===== src/design/mcbc_pkg.sv =====
package mcbc_pkg;

  localparam logic [7:0] PRELOAD       = 8'hFE;
  localparam logic [7:0] FOREVER_LIMIT = 8'd100;

  typedef enum logic {
    MODE_TICK = 1'b0,
    MODE_CMD  = 1'b1
  } mode_e;

  typedef enum logic [1:0] {
    ST_IDLE,
    ST_CMD,
    ST_TICK
  } state_e;

  // One channel's stored state, one memory word.
  typedef struct packed {
    logic [7:0] phase;
    logic       endless;
    logic [7:0] toggles;
    logic [7:0] counter;
    logic       level;
  } chan_entry_t;

  typedef struct packed {
    chan_entry_t entry;
    logic        finished;
  } chan_update_t;

endpackage


===== src/design/multi_channel_blink_controller.sv =====
// A tick's first result passes the memory read register and then the output register; then
//   one result per cycle follows while the output does not stall. A sweep is one read of the
//   channel memory plus one read-modify-write per channel; a command waits for a free output.
// Throughput: one item at a time, set by the single read and write port of the memory.
// Reset: asynchronous, active low; all channels read as off and inactive right away.
module multi_channel_blink_controller
  import mcbc_pkg::*;
#(
  parameter int CHANNELS = 8
) (
  input  logic        clk_i,
  input  logic        rst_ni,
  input  logic        s_axis_tvalid,
  output logic        s_axis_tready,
  input  logic [23:0] s_axis_tdata,   // channel[2:0], blink_count[10:3], half_period[18:11]
  input  logic        s_axis_tuser,   // mode[0]
  output logic        m_axis_tvalid,
  input  logic        m_axis_tready,
  output logic [7:0]  m_axis_tdata,   // out_channel[2:0], level[3], finished[4]
  output logic        m_axis_tlast
);

  localparam int IDX_W = (CHANNELS > 1) ? $clog2(CHANNELS) : 1;
  localparam logic [IDX_W-1:0] LAST_IDX = IDX_W'(CHANNELS - 1);
  localparam int EW = $bits(chan_entry_t);

  // Input field split.
  logic [2:0] in_ch;
  logic [7:0] in_count;
  logic [7:0] in_half;
  logic       in_accept;
  logic       in_range;

  assign in_ch     = s_axis_tdata[2:0];
  assign in_count  = s_axis_tdata[10:3];
  assign in_half   = s_axis_tdata[18:11];
  assign in_accept = s_axis_tvalid && s_axis_tready;
  assign in_range  = (32'(in_ch) < CHANNELS);

  state_e state_q, state_d;
  logic [IDX_W-1:0] idx_q, idx_d;
  logic [IDX_W-1:0] cmd_ch_q, cmd_ch_d;
  logic [7:0]       cmd_count_q, cmd_count_d;
  logic [7:0]       cmd_half_q, cmd_half_d;

  // Per-entry written marks; an unwritten entry reads as off and inactive.
  logic [CHANNELS-1:0] valid_q, valid_d;
  logic                rd_valid_q, rd_valid_d;

  // Memory port signals.
  logic             ram_we;
  logic [IDX_W-1:0] ram_waddr;
  chan_entry_t      ram_wdata;
  logic             ram_re;
  logic [IDX_W-1:0] ram_raddr;
  logic [EW-1:0]    ram_rdata;

  chan_entry_t  rd_entry;
  chan_update_t upd;

  // Output register.
  logic       m_valid_q, m_valid_d;
  logic [7:0] m_data_q, m_data_d;
  logic       m_last_q, m_last_d;
  logic       out_free;
  logic       out_load;

  assign out_free = !m_valid_q || m_axis_tready;

  mcbc_ram #(
    .WIDTH(EW),
    .DEPTH(CHANNELS)
  ) u_ram (
    .clk_i  (clk_i),
    .we_i   (ram_we),
    .waddr_i(ram_waddr),
    .wdata_i(ram_wdata),
    .re_i   (ram_re),
    .raddr_i(ram_raddr),
    .rdata_o(ram_rdata)
  );

  always_comb begin
    rd_entry = chan_entry_t'(ram_rdata);
    if (!rd_valid_q) begin
      rd_entry.endless = 1'b0;
      rd_entry.toggles = 8'd0;
      rd_entry.counter = 8'd0;
      rd_entry.level   = 1'b0;
    end
  end

  mcbc_update u_update (
    .entry_i(rd_entry),
    .upd_o  (upd)
  );

  always_ff @(posedge clk_i or negedge rst_ni) begin
    if (!rst_ni) begin
      state_q    <= ST_IDLE;
      valid_q    <= '0;
      m_valid_q  <= 1'b0;
      rd_valid_q <= 1'b0;
      idx_q      <= '0;
    end else begin
      state_q    <= state_d;
      valid_q    <= valid_d;
      m_valid_q  <= m_valid_d;
      rd_valid_q <= rd_valid_d;
      idx_q      <= idx_d;
    end
  end

  always_ff @(posedge clk_i) begin
    cmd_ch_q    <= cmd_ch_d;
    cmd_count_q <= cmd_count_d;
    cmd_half_q  <= cmd_half_d;
    m_data_q    <= m_data_d;
    m_last_q    <= m_last_d;
  end

  always_comb begin
    state_d       = state_q;
    idx_d         = idx_q;
    cmd_ch_d      = cmd_ch_q;
    cmd_count_d   = cmd_count_q;
    cmd_half_d    = cmd_half_q;
    valid_d       = valid_q;
    rd_valid_d    = rd_valid_q;
    s_axis_tready = 1'b0;
    ram_we        = 1'b0;
    ram_waddr     = idx_q;
    ram_wdata     = upd.entry;
    ram_re        = 1'b0;
    ram_raddr     = '0;
    out_load      = 1'b0;
    m_data_d      = m_data_q;
    m_last_d      = m_last_q;

    unique case (state_q)
      ST_IDLE: begin
        s_axis_tready = 1'b1;
        if (in_accept) begin
          if (mode_e'(s_axis_tuser) == MODE_CMD) begin
            // Drop commands for channels that do not exist.
            if (in_range) begin
              cmd_ch_d    = IDX_W'(in_ch);
              cmd_count_d = in_count;
              cmd_half_d  = in_half;
              state_d     = ST_CMD;
            end
          end else begin
            // Start the sweep: fetch channel zero.
            ram_re     = 1'b1;
            ram_raddr  = '0;
            rd_valid_d = valid_q[0];
            idx_d      = '0;
            state_d    = ST_TICK;
          end
        end
      end

      ST_CMD: begin
        // Hold the command until the output register can take its result.
        if (out_free) begin
          ram_we            = 1'b1;
          ram_waddr         = cmd_ch_q;
          ram_wdata.phase   = cmd_half_q;
          ram_wdata.counter = PRELOAD;
          ram_wdata.level   = 1'b0;
          if (cmd_count_q > FOREVER_LIMIT) begin
            ram_wdata.endless = 1'b1;
            ram_wdata.toggles = 8'd0;
          end else begin
            ram_wdata.endless = 1'b0;
            ram_wdata.toggles = {cmd_count_q[6:0], 1'b0};
          end
          valid_d[cmd_ch_q] = 1'b1;
          out_load          = 1'b1;
          m_data_d          = {5'b0, 3'(cmd_ch_q)};
          m_last_d          = 1'b1;
          state_d           = ST_IDLE;
        end
      end

      ST_TICK: begin
        // Read data for idx_q is waiting; write it back and fetch the next channel.
        // While the output stalls, the memory read register holds its word.
        if (out_free) begin
          ram_we         = 1'b1;
          ram_waddr      = idx_q;
          ram_wdata      = upd.entry;
          valid_d[idx_q] = 1'b1;
          out_load       = 1'b1;
          m_data_d       = {3'b0, upd.finished, upd.entry.level, 3'(idx_q)};
          m_last_d       = (idx_q == LAST_IDX);
          if (idx_q == LAST_IDX) begin
            state_d = ST_IDLE;
          end else begin
            ram_re     = 1'b1;
            ram_raddr  = idx_q + IDX_W'(1);
            rd_valid_d = valid_q[idx_q + IDX_W'(1)];
            idx_d      = idx_q + IDX_W'(1);
          end
        end
      end

      default: begin
        state_d = ST_IDLE;
      end
    endcase
  end

  always_comb begin
    m_valid_d = m_valid_q;
    if (out_load) begin
      m_valid_d = 1'b1;
    end else if (m_axis_tready) begin
      m_valid_d = 1'b0;
    end
  end

  assign m_axis_tvalid = m_valid_q;
  assign m_axis_tdata  = m_data_q;
  assign m_axis_tlast  = m_last_q;

  // The sweep never writes the entry it is fetching in the same cycle.
  a_no_same_entry: assert property (@(posedge clk_i) disable iff (!rst_ni)
    (ram_we && ram_re) |-> (ram_waddr != ram_raddr))
    else $error("write and read hit the same channel entry");

  // The result for the final channel ends the sweep.
  a_sweep_ends: assert property (@(posedge clk_i) disable iff (!rst_ni)
    (state_q == ST_TICK && out_load && idx_q == LAST_IDX) |=> (state_q == ST_IDLE))
    else $error("tick sweep did not end after the final channel");

  // A tick transfer starts a sweep at channel zero.
  a_tick_start: assert property (@(posedge clk_i) disable iff (!rst_ni)
    (in_accept && !s_axis_tuser) |=> (state_q == ST_TICK && idx_q == '0))
    else $error("tick transfer did not start a sweep");

endmodule


===== src/design/mcbc_ram.sv =====
module mcbc_ram #(
  parameter int WIDTH = 8,
  parameter int DEPTH = 8,
  localparam int AW = (DEPTH > 1) ? $clog2(DEPTH) : 1
) (
  input  logic             clk_i,
  input  logic             we_i,
  input  logic [AW-1:0]    waddr_i,
  input  logic [WIDTH-1:0] wdata_i,
  input  logic             re_i,
  input  logic [AW-1:0]    raddr_i,
  output logic [WIDTH-1:0] rdata_o
);

  logic [WIDTH-1:0] mem_q [DEPTH];
  logic [WIDTH-1:0] rdata_q;

  always_ff @(posedge clk_i) begin
    if (we_i) begin
      mem_q[waddr_i] <= wdata_i;
    end
    if (re_i) begin
      rdata_q <= mem_q[raddr_i];
    end
  end

  assign rdata_o = rdata_q;

endmodule


===== src/design/mcbc_update.sv =====
module mcbc_update
  import mcbc_pkg::*;
(
  input  chan_entry_t  entry_i,
  output chan_update_t upd_o
);

  logic       active;
  logic [7:0] cnt_inc;
  logic [7:0] tog_dec;

  assign active  = entry_i.endless || (entry_i.toggles != 8'd0);
  assign cnt_inc = entry_i.counter + 8'd1;
  assign tog_dec = entry_i.toggles - 8'd1;

  always_comb begin
    upd_o.entry    = entry_i;
    upd_o.finished = 1'b0;
    if (active) begin
      upd_o.entry.counter = cnt_inc;
      // Phase over: restart the counter and flip the pin.
      if (cnt_inc > entry_i.phase) begin
        upd_o.entry.counter = 8'd1;
        upd_o.entry.level   = ~entry_i.level;
        if (!entry_i.endless) begin
          upd_o.entry.toggles = tog_dec;
          upd_o.finished      = (tog_dec == 8'd0);
        end
      end
    end
  end

endmodule


===== config.mk =====
export PLATFORM = sky130hd
export DESIGN_NAME = multi_channel_blink_controller
export DESIGN_NICKNAME = d
export VERILOG_FILES = /design/src/design/mcbc_pkg.sv /design/src/design/multi_channel_blink_controller.sv /design/src/design/mcbc_ram.sv /design/src/design/mcbc_update.sv
export SDC_FILE = /design/constraint.sdc
export NUM_CORES = 1
export LEC_CHECK = 0
export BUFFER_PORTS_ARGS = -buffer_cell sky130_fd_sc_hd__buf_2
export CAP_MARGIN = 10
export CORE_MARGIN = 4
export CORE_UTILIZATION = 40
export DETAILED_ROUTE_END_ITERATION = 16
export GPL_ROUTABILITY_DRIVEN = 1
export REMOVE_ABC_BUFFERS = 1
export SLEW_MARGIN = 40
export SYNTH_ARGS = -nofsm -noshare
export SYNTH_HDL_FRONTEND = slang
export SYNTH_SLANG_ARGS = --single-unit

===== constraint.sdc =====
create_clock -name clk_i -period 4.44 [get_ports clk_i]
set_clock_uncertainty 0.15 [all_clocks]
set_input_delay 0.222 -clock clk_i [delete_from_list [all_inputs] [get_ports clk_i]]
set_output_delay 0.222 -clock clk_i [all_outputs]
set_load 0.005 [all_outputs]

### After elaboration in Yosys (flattened, before gate mapping)

Memories as Yosys holds them, arrays and structs flattened. A register that Yosys moved wholly into a read port is not among the register bits.
Index checks and enable logic that the tools add are counted.

| storage, ports and cells | value |
|---|---|
| memory bits (writable) | 208 |
| word-level logic and storage cells | 106 |
| memories | 1 |
| register bits | 43 |
| output and inout port bits | 11 |

| cells by class | value |
|---|---|
| magnitude comparators | 7 |
| equal/unequal tests | 9 |
| reduce and logical (&&, ||, !) cells | 17 |
| add/sub/neg operators | 3 |
| bitwise operators | 3 |
| mux-type cells | 56 |

Memory list:

| memory | words | width | read ports | clocked after memory_dff | write ports | line | RTL |
|---|---|---|---|---|---|---|---|
| u_ram.mem_q | 8 | 26 | 1 | 1 | 1 | mcbc_ram.sv:15 | `logic [WIDTH-1:0] mem_q [DEPTH];` |

Operators with widths:

| operator | number |
|---|---|
| 18-bit 2-to-1 mux | 3 |
| 26-bit 2-to-1 mux | 2 |
| 8-bit 2-to-1 mux | 5 |
| 8-bit case mux with 2 select lines | 2 |
| 3-bit 2-to-1 mux | 9 |
| 1-bit 2-to-1 mux | 21 |
| 8-bit OR | 2 |
| 3-bit by 4-bit less-than comparator with 1-bit output (second input constant) | 3 |
| 2-bit inequality test (second input constant) | 6 |
| 2-bit 2-to-1 mux | 5 |
| 9-bit 2-to-1 mux | 1 |
| 8-bit by 1-bit adder with 8-bit output (second input constant) | 1 |
| 8-bit by 7-bit > comparator with 1-bit output (second input constant) | 1 |
| 8-bit > comparator | 1 |
| 8-bit zero test | 1 |
| 8-bit nonzero test | 1 |
| 8-bit by 1-bit subtractor with 8-bit output (second input constant) | 1 |
| 1-bit demux with 3-bit select | 2 |
| 3-bit by 1-bit greater-or-equal comparator with 1-bit output (second input constant) | 2 |
| 1-bit case mux with 2 select lines | 3 |
| 2-bit case mux with 3 select lines | 1 |
| 3-bit case mux with 2 select lines | 1 |
| 3-bit AND reduction | 2 |
| 2-bit nonzero test | 3 |
| 13 further kinds | 16 |

### Longest topological paths before layout

| logic depth | value |
|---|---|
| depth in word-level cells | 8 |
| depth in mapped cells | 17 |
| depth with buffers taken out | 14 |

### By module

From an unflattened synthesis, not the netlist that was laid out.

| unflattened totals | value |
|---|---|
| cell total of the unflattened synthesis | 657 |
| area, all modules | 11,850.1 µm² |

Modules (own cells, without submodules):

| module | area an instance (µm²) | sequential area each (µm²) | times used | cells each |
|---|---|---|---|---|
| mcbc_ram | 8,823.5 | 7,026.7 | 1 | 340 |
| multi_channel_blink_controller | 2,188.3 | 1,126.1 | 1 | 193 |
| mcbc_update | 838.3 | 0.0 | 1 | 124 |

### Least setup slack after synthesis

No wires, ideal clock.

| path | value |
|---|---|
| kind | register -> register |
| start point | reg rd_valid_q |
| end point | mem u_ram.mem_q[0][11] in the netlist's numbering (data pin) |
| slack | 0.657 ns |
| data arrival time | 3.368 ns |
| data required time | 4.025 ns |
| stages on the path, launching flop included | 18 |
| library setup time | 0.265 ns |
| path buffers | 3 |
| path through | dfrtp_1 -> clkbuf_1 -> clkbuf_1 -> and2_1 -> ha_1 -> nand2_1 -> nor2_1 -> nand3_1 -> xor2_1 -> nor2b_1 -> ha_1 -> o21ai_0 -> nor2_1 -> o31a_1 -> buf_2 -> nand3_1 -> xnor2_1 -> o21ai_0 |

RTL lines:

| what | line | RTL |
|---|---|---|
| start, declared | multi_channel_blink_controller.sv:48 | `logic rd_valid_q, rd_valid_d;` |
| start signal, assigned | multi_channel_blink_controller.sv:109 | `rd_valid_q <= rd_valid_d;` |
| end, declared | mcbc_ram.sv:15 |  |

==> impl_metrics.yaml <==
status:
  status: "completed"
final_layout:
  finalNetCount: 893
  syn_to_final_growth_pct: 17.4
  final_util_pct: 47.9
  final_area_um2: 13400
  fill_cells: 2440
  layout-drive-gt1-share_pct: 18.4
  final_cells: 1249
  insertedDiodeCount: 0
global_route:
  grt-ovfl-total: 0
  grt_pass1_wl_um: 39900
  grt_pass1_vias: 6745
  grt_use_total_pct: 16.6
  grt_max_degree: 41
  antenna_found_initial: 0
power_and_ir_drop:
  powerDensity_nw_per_um2: 683
  power.leakage_nw: 4.56
  power_mw: 9.13
  ir_drop_uv: 309
floorplan:
  die_h_um: 177
  start_util_pct: 40.8
  std_cell_rows: 61
  die_w_um: 177
  io_pins: 40
  core_um2: 27900
  die_area_um2: 31200
sta:
  setup_ws_ns: 0.426
  slew_headroom_pct: 39.3
  fin_tns_setup_ns: 0
  hold_viol: 0
  worstMarginPinSlew_ns: 0.901
  final_max_slew_viol_count: 0
  fin_crit_sh_pct: 90.4
  max_freq_mhz: 249
  grt_setup_unrepaired: "false"
  finalCriticalPeriod_ns: 4.01
  holdWs_ns: 0.223
  finalSetupViolCount: 0
route:
  ant_nets: 0
  num_vias: 6646
  drc: 0
  first_pass_iters: 7
  routed_wirelength_um: 25400
  vias_per_cell: 5.32
  first_iter_violations: 713
  routedWlPerCell_um: 20.4
worst_setup_path:
  r2r-start: "rd_valid_q"
  rr_endpoint: "u_ram.mem_q[0][14]"
  critPathCaptureType: "flip-flop"
  crit_fanout: 26
  rrSetupSlack_ns: 0.43
  reg2reg_depth: 13
  start_kind: "flip-flop"
  worstPathArrival_ns: 4.12
  required_ns: 4.55
  crit_start: "rd_valid_q"
  critPathKind: "flip-flop to flip-flop"
  cp-endpoint: "u_ram.mem_q[0][14]"
place:
  dpl_worst_slack_ns: 0.361
  place_inst: 1170
  gp_congestion: 0.817
  place_area_um2: 12200
  place_hpwl_um: 15000
  port_buffers: 31
clock_tree:
  ctsRootBufferMaster: "clkbuf_16"
  clkTransAtPathRegs_ns: 0.06
  cts_made_buffers: 29
  cts.sinks: 274
  tritoncts: "built"
  clock_latency_ns: 0.55
  post_cts_buffers: 0
  clk_path_buf_depth: 3
  htree_levels: 1
yosys:
  ys_seq_area_share_pct: 71.6
  synth-edff-count: 259
  ys.flop_type: "edfxtp_1"
  synthesis.area_um2: 11400
  syn_inst: 771
  synth_cell_types: 60
  ys_ff_latch: 274
  syn_area_per_cell_um2: 14.8
  async_flop_share_pct: 5.47
  synth_warnings: 0
flow_run:
  cap_violations: 0
hold_path:
  hold_path.class: "primary input to flip-flop"
==> area by class of cell <==
class / instances / area [µm²] / area share (%)
Clock buffer: 36 / 762 / 5.70
Clock inverter: 18 / 183 / 1.37
Inverter: 15 / 56.3 / 0.421
Multi-Input combinational cell: 447 / 3110 / 23.3
Sequential cell: 274 / 8150 / 61.0
Tap cell: 378 / 473 / 3.54
Timing Repair Buffer: 81 / 633 / 4.74
==> synthesized netlist by cell type, types with 2 or more instances <==
master	number	area (µm²)
nor3_1	4	20.0
xnor2_1	10	87.6
a32oi_1	4	35.0
nand3_1	44	220
clkbuf_1	27	101
a31oi_1	6	37.5
nand2_1	127	477
dfrtp_1	15	375
nor2_2	3	18.8
mux2i_1	5	50.1
o21bai_1	7	52.6
xor2_1	2	17.5
edfxtp_1	259	7780
nor2_1	31	116
buf_2	3	15.0
nor2b_1	11	68.8
mux4_2	28	631
inv_1	15	56.3
a21oi_1	13	65.1
mux2_2	4	45.0
o21ai_0	53	265
a21boi_0	2	15.0
nand2b_1	4	25.0
a22o_1	2	17.5
buf_4	3	22.5
and3_1	2	12.5
o221ai_1	26	228
nand4_1	4	25.0
or2_2	4	25.0
buf_1	4	15.0
and2_1	3	18.8
ha_1	16	200
a22oi_1	3	22.5
==> kinds of logic (layout without fill, tap and decap cells) <==
kind of cell / after synthesis / after routing / share of synthesized area, %
buffers and inverters: 52 / 150 / 1.85
adder cells (fa/ha/maj): 16 / 16 / 1.76
flip-flops: 274 / 274 / 71.6
AO/OA/AOI/OAI: 131 / 131 / 7.63
XOR/XNOR: 12 / 12 / 0.923
other: 1 / 3 / 0.0329
AND/OR/NAND/NOR: 248 / 248 / 9.84
multiplexers: 37 / 37 / 6.37
==> flip-flops by register name, summed over array words and instances, names as in the netlist, 2 cells and up <==
register	count
valid_q	8
cmd_count_q	8
u_ram.rdata_o	26
u_ram.mem_q	208
idx_q	3
m_axis_tdata	5
cmd_ch_q	3
state_q	2
cmd_half_q	8
==> power breakdown <==
group / internal [mW] / total (mW) / switching (mW)
Clock: 1.40 / 2.38 / 0.981
Combinational: 0.899 / 2.69 / 1.79
Sequential: 3.88 / 4.06 / 0.178
Total: 6.18 / 9.13 / 2.95
==> how the worst min path moves through the flow <==
stage               depth (start not counted)             start  slack (ns)             end
floorplan                                   0            rst_ni       -0.22        idx_q[0]
global placement                            1            rst_ni       0.005      valid_q[7]
detailed placement                          1            rst_ni       0.003      valid_q[3]
CTS                                         2  s_axis_tdata[16]        0.20   cmd_half_q[5]
global route                                2   s_axis_tdata[6]        0.22  cmd_count_q[3]
finish                                      2  s_axis_tdata[16]        0.22   cmd_half_q[5]
==> cell usage in the layout (no fill, tap or decap), types with 10 or more instances in the layout <==
cell,count
a21oi_1,13
buf_2,31
buf_4,22
clkbuf_16,29
dfrtp_1,15
dlygate4sd3_1,25
edfxtp_1,259
ha_1,16
inv_1,15
mux4_2,28
nand2_1,127
nand3_1,43
nor2_1,23
nor2b_1,11
o21ai_0,43
o21ai_1,10
o221ai_1,26
xnor2_1,10
==> critical path, cell delays in order (launching register included) <==
cell and delay, ns:
dfrtp_1 0.43, buf_4 0.33, nand2_1 0.19, nor2_1 0.29, nand3_1 0.13, xor2_1 0.15
nor2b_1 0.17, ha_1 0.27, nand4_1 0.10, or2_2 0.12, o31a_1 0.48, nand3_1 0.17
xnor2_1 0.18, o21ai_0 0.55
==> what timing repair did <==
action / 4_1_cts / 5_1_grt
hold buffers: 25 / 0
setup endpoints to repair: 0 / 8
gates resized for setup: 0 / 1
endpoints found under the hold margin: 37 / 0
==> metal layers <==
metal / up-vias / part of all wire (%) / track usage [%]
met4: 0 / 1.9 / 4.09
met5: - / 0 / 0
met2: 191 / 48 / 27.7
met3: 38 / 5.2 / 1.86
met1: 3303 / 45 / 23.7
li1: 3114 / - / -
Power figures use the tool's default switching activity.
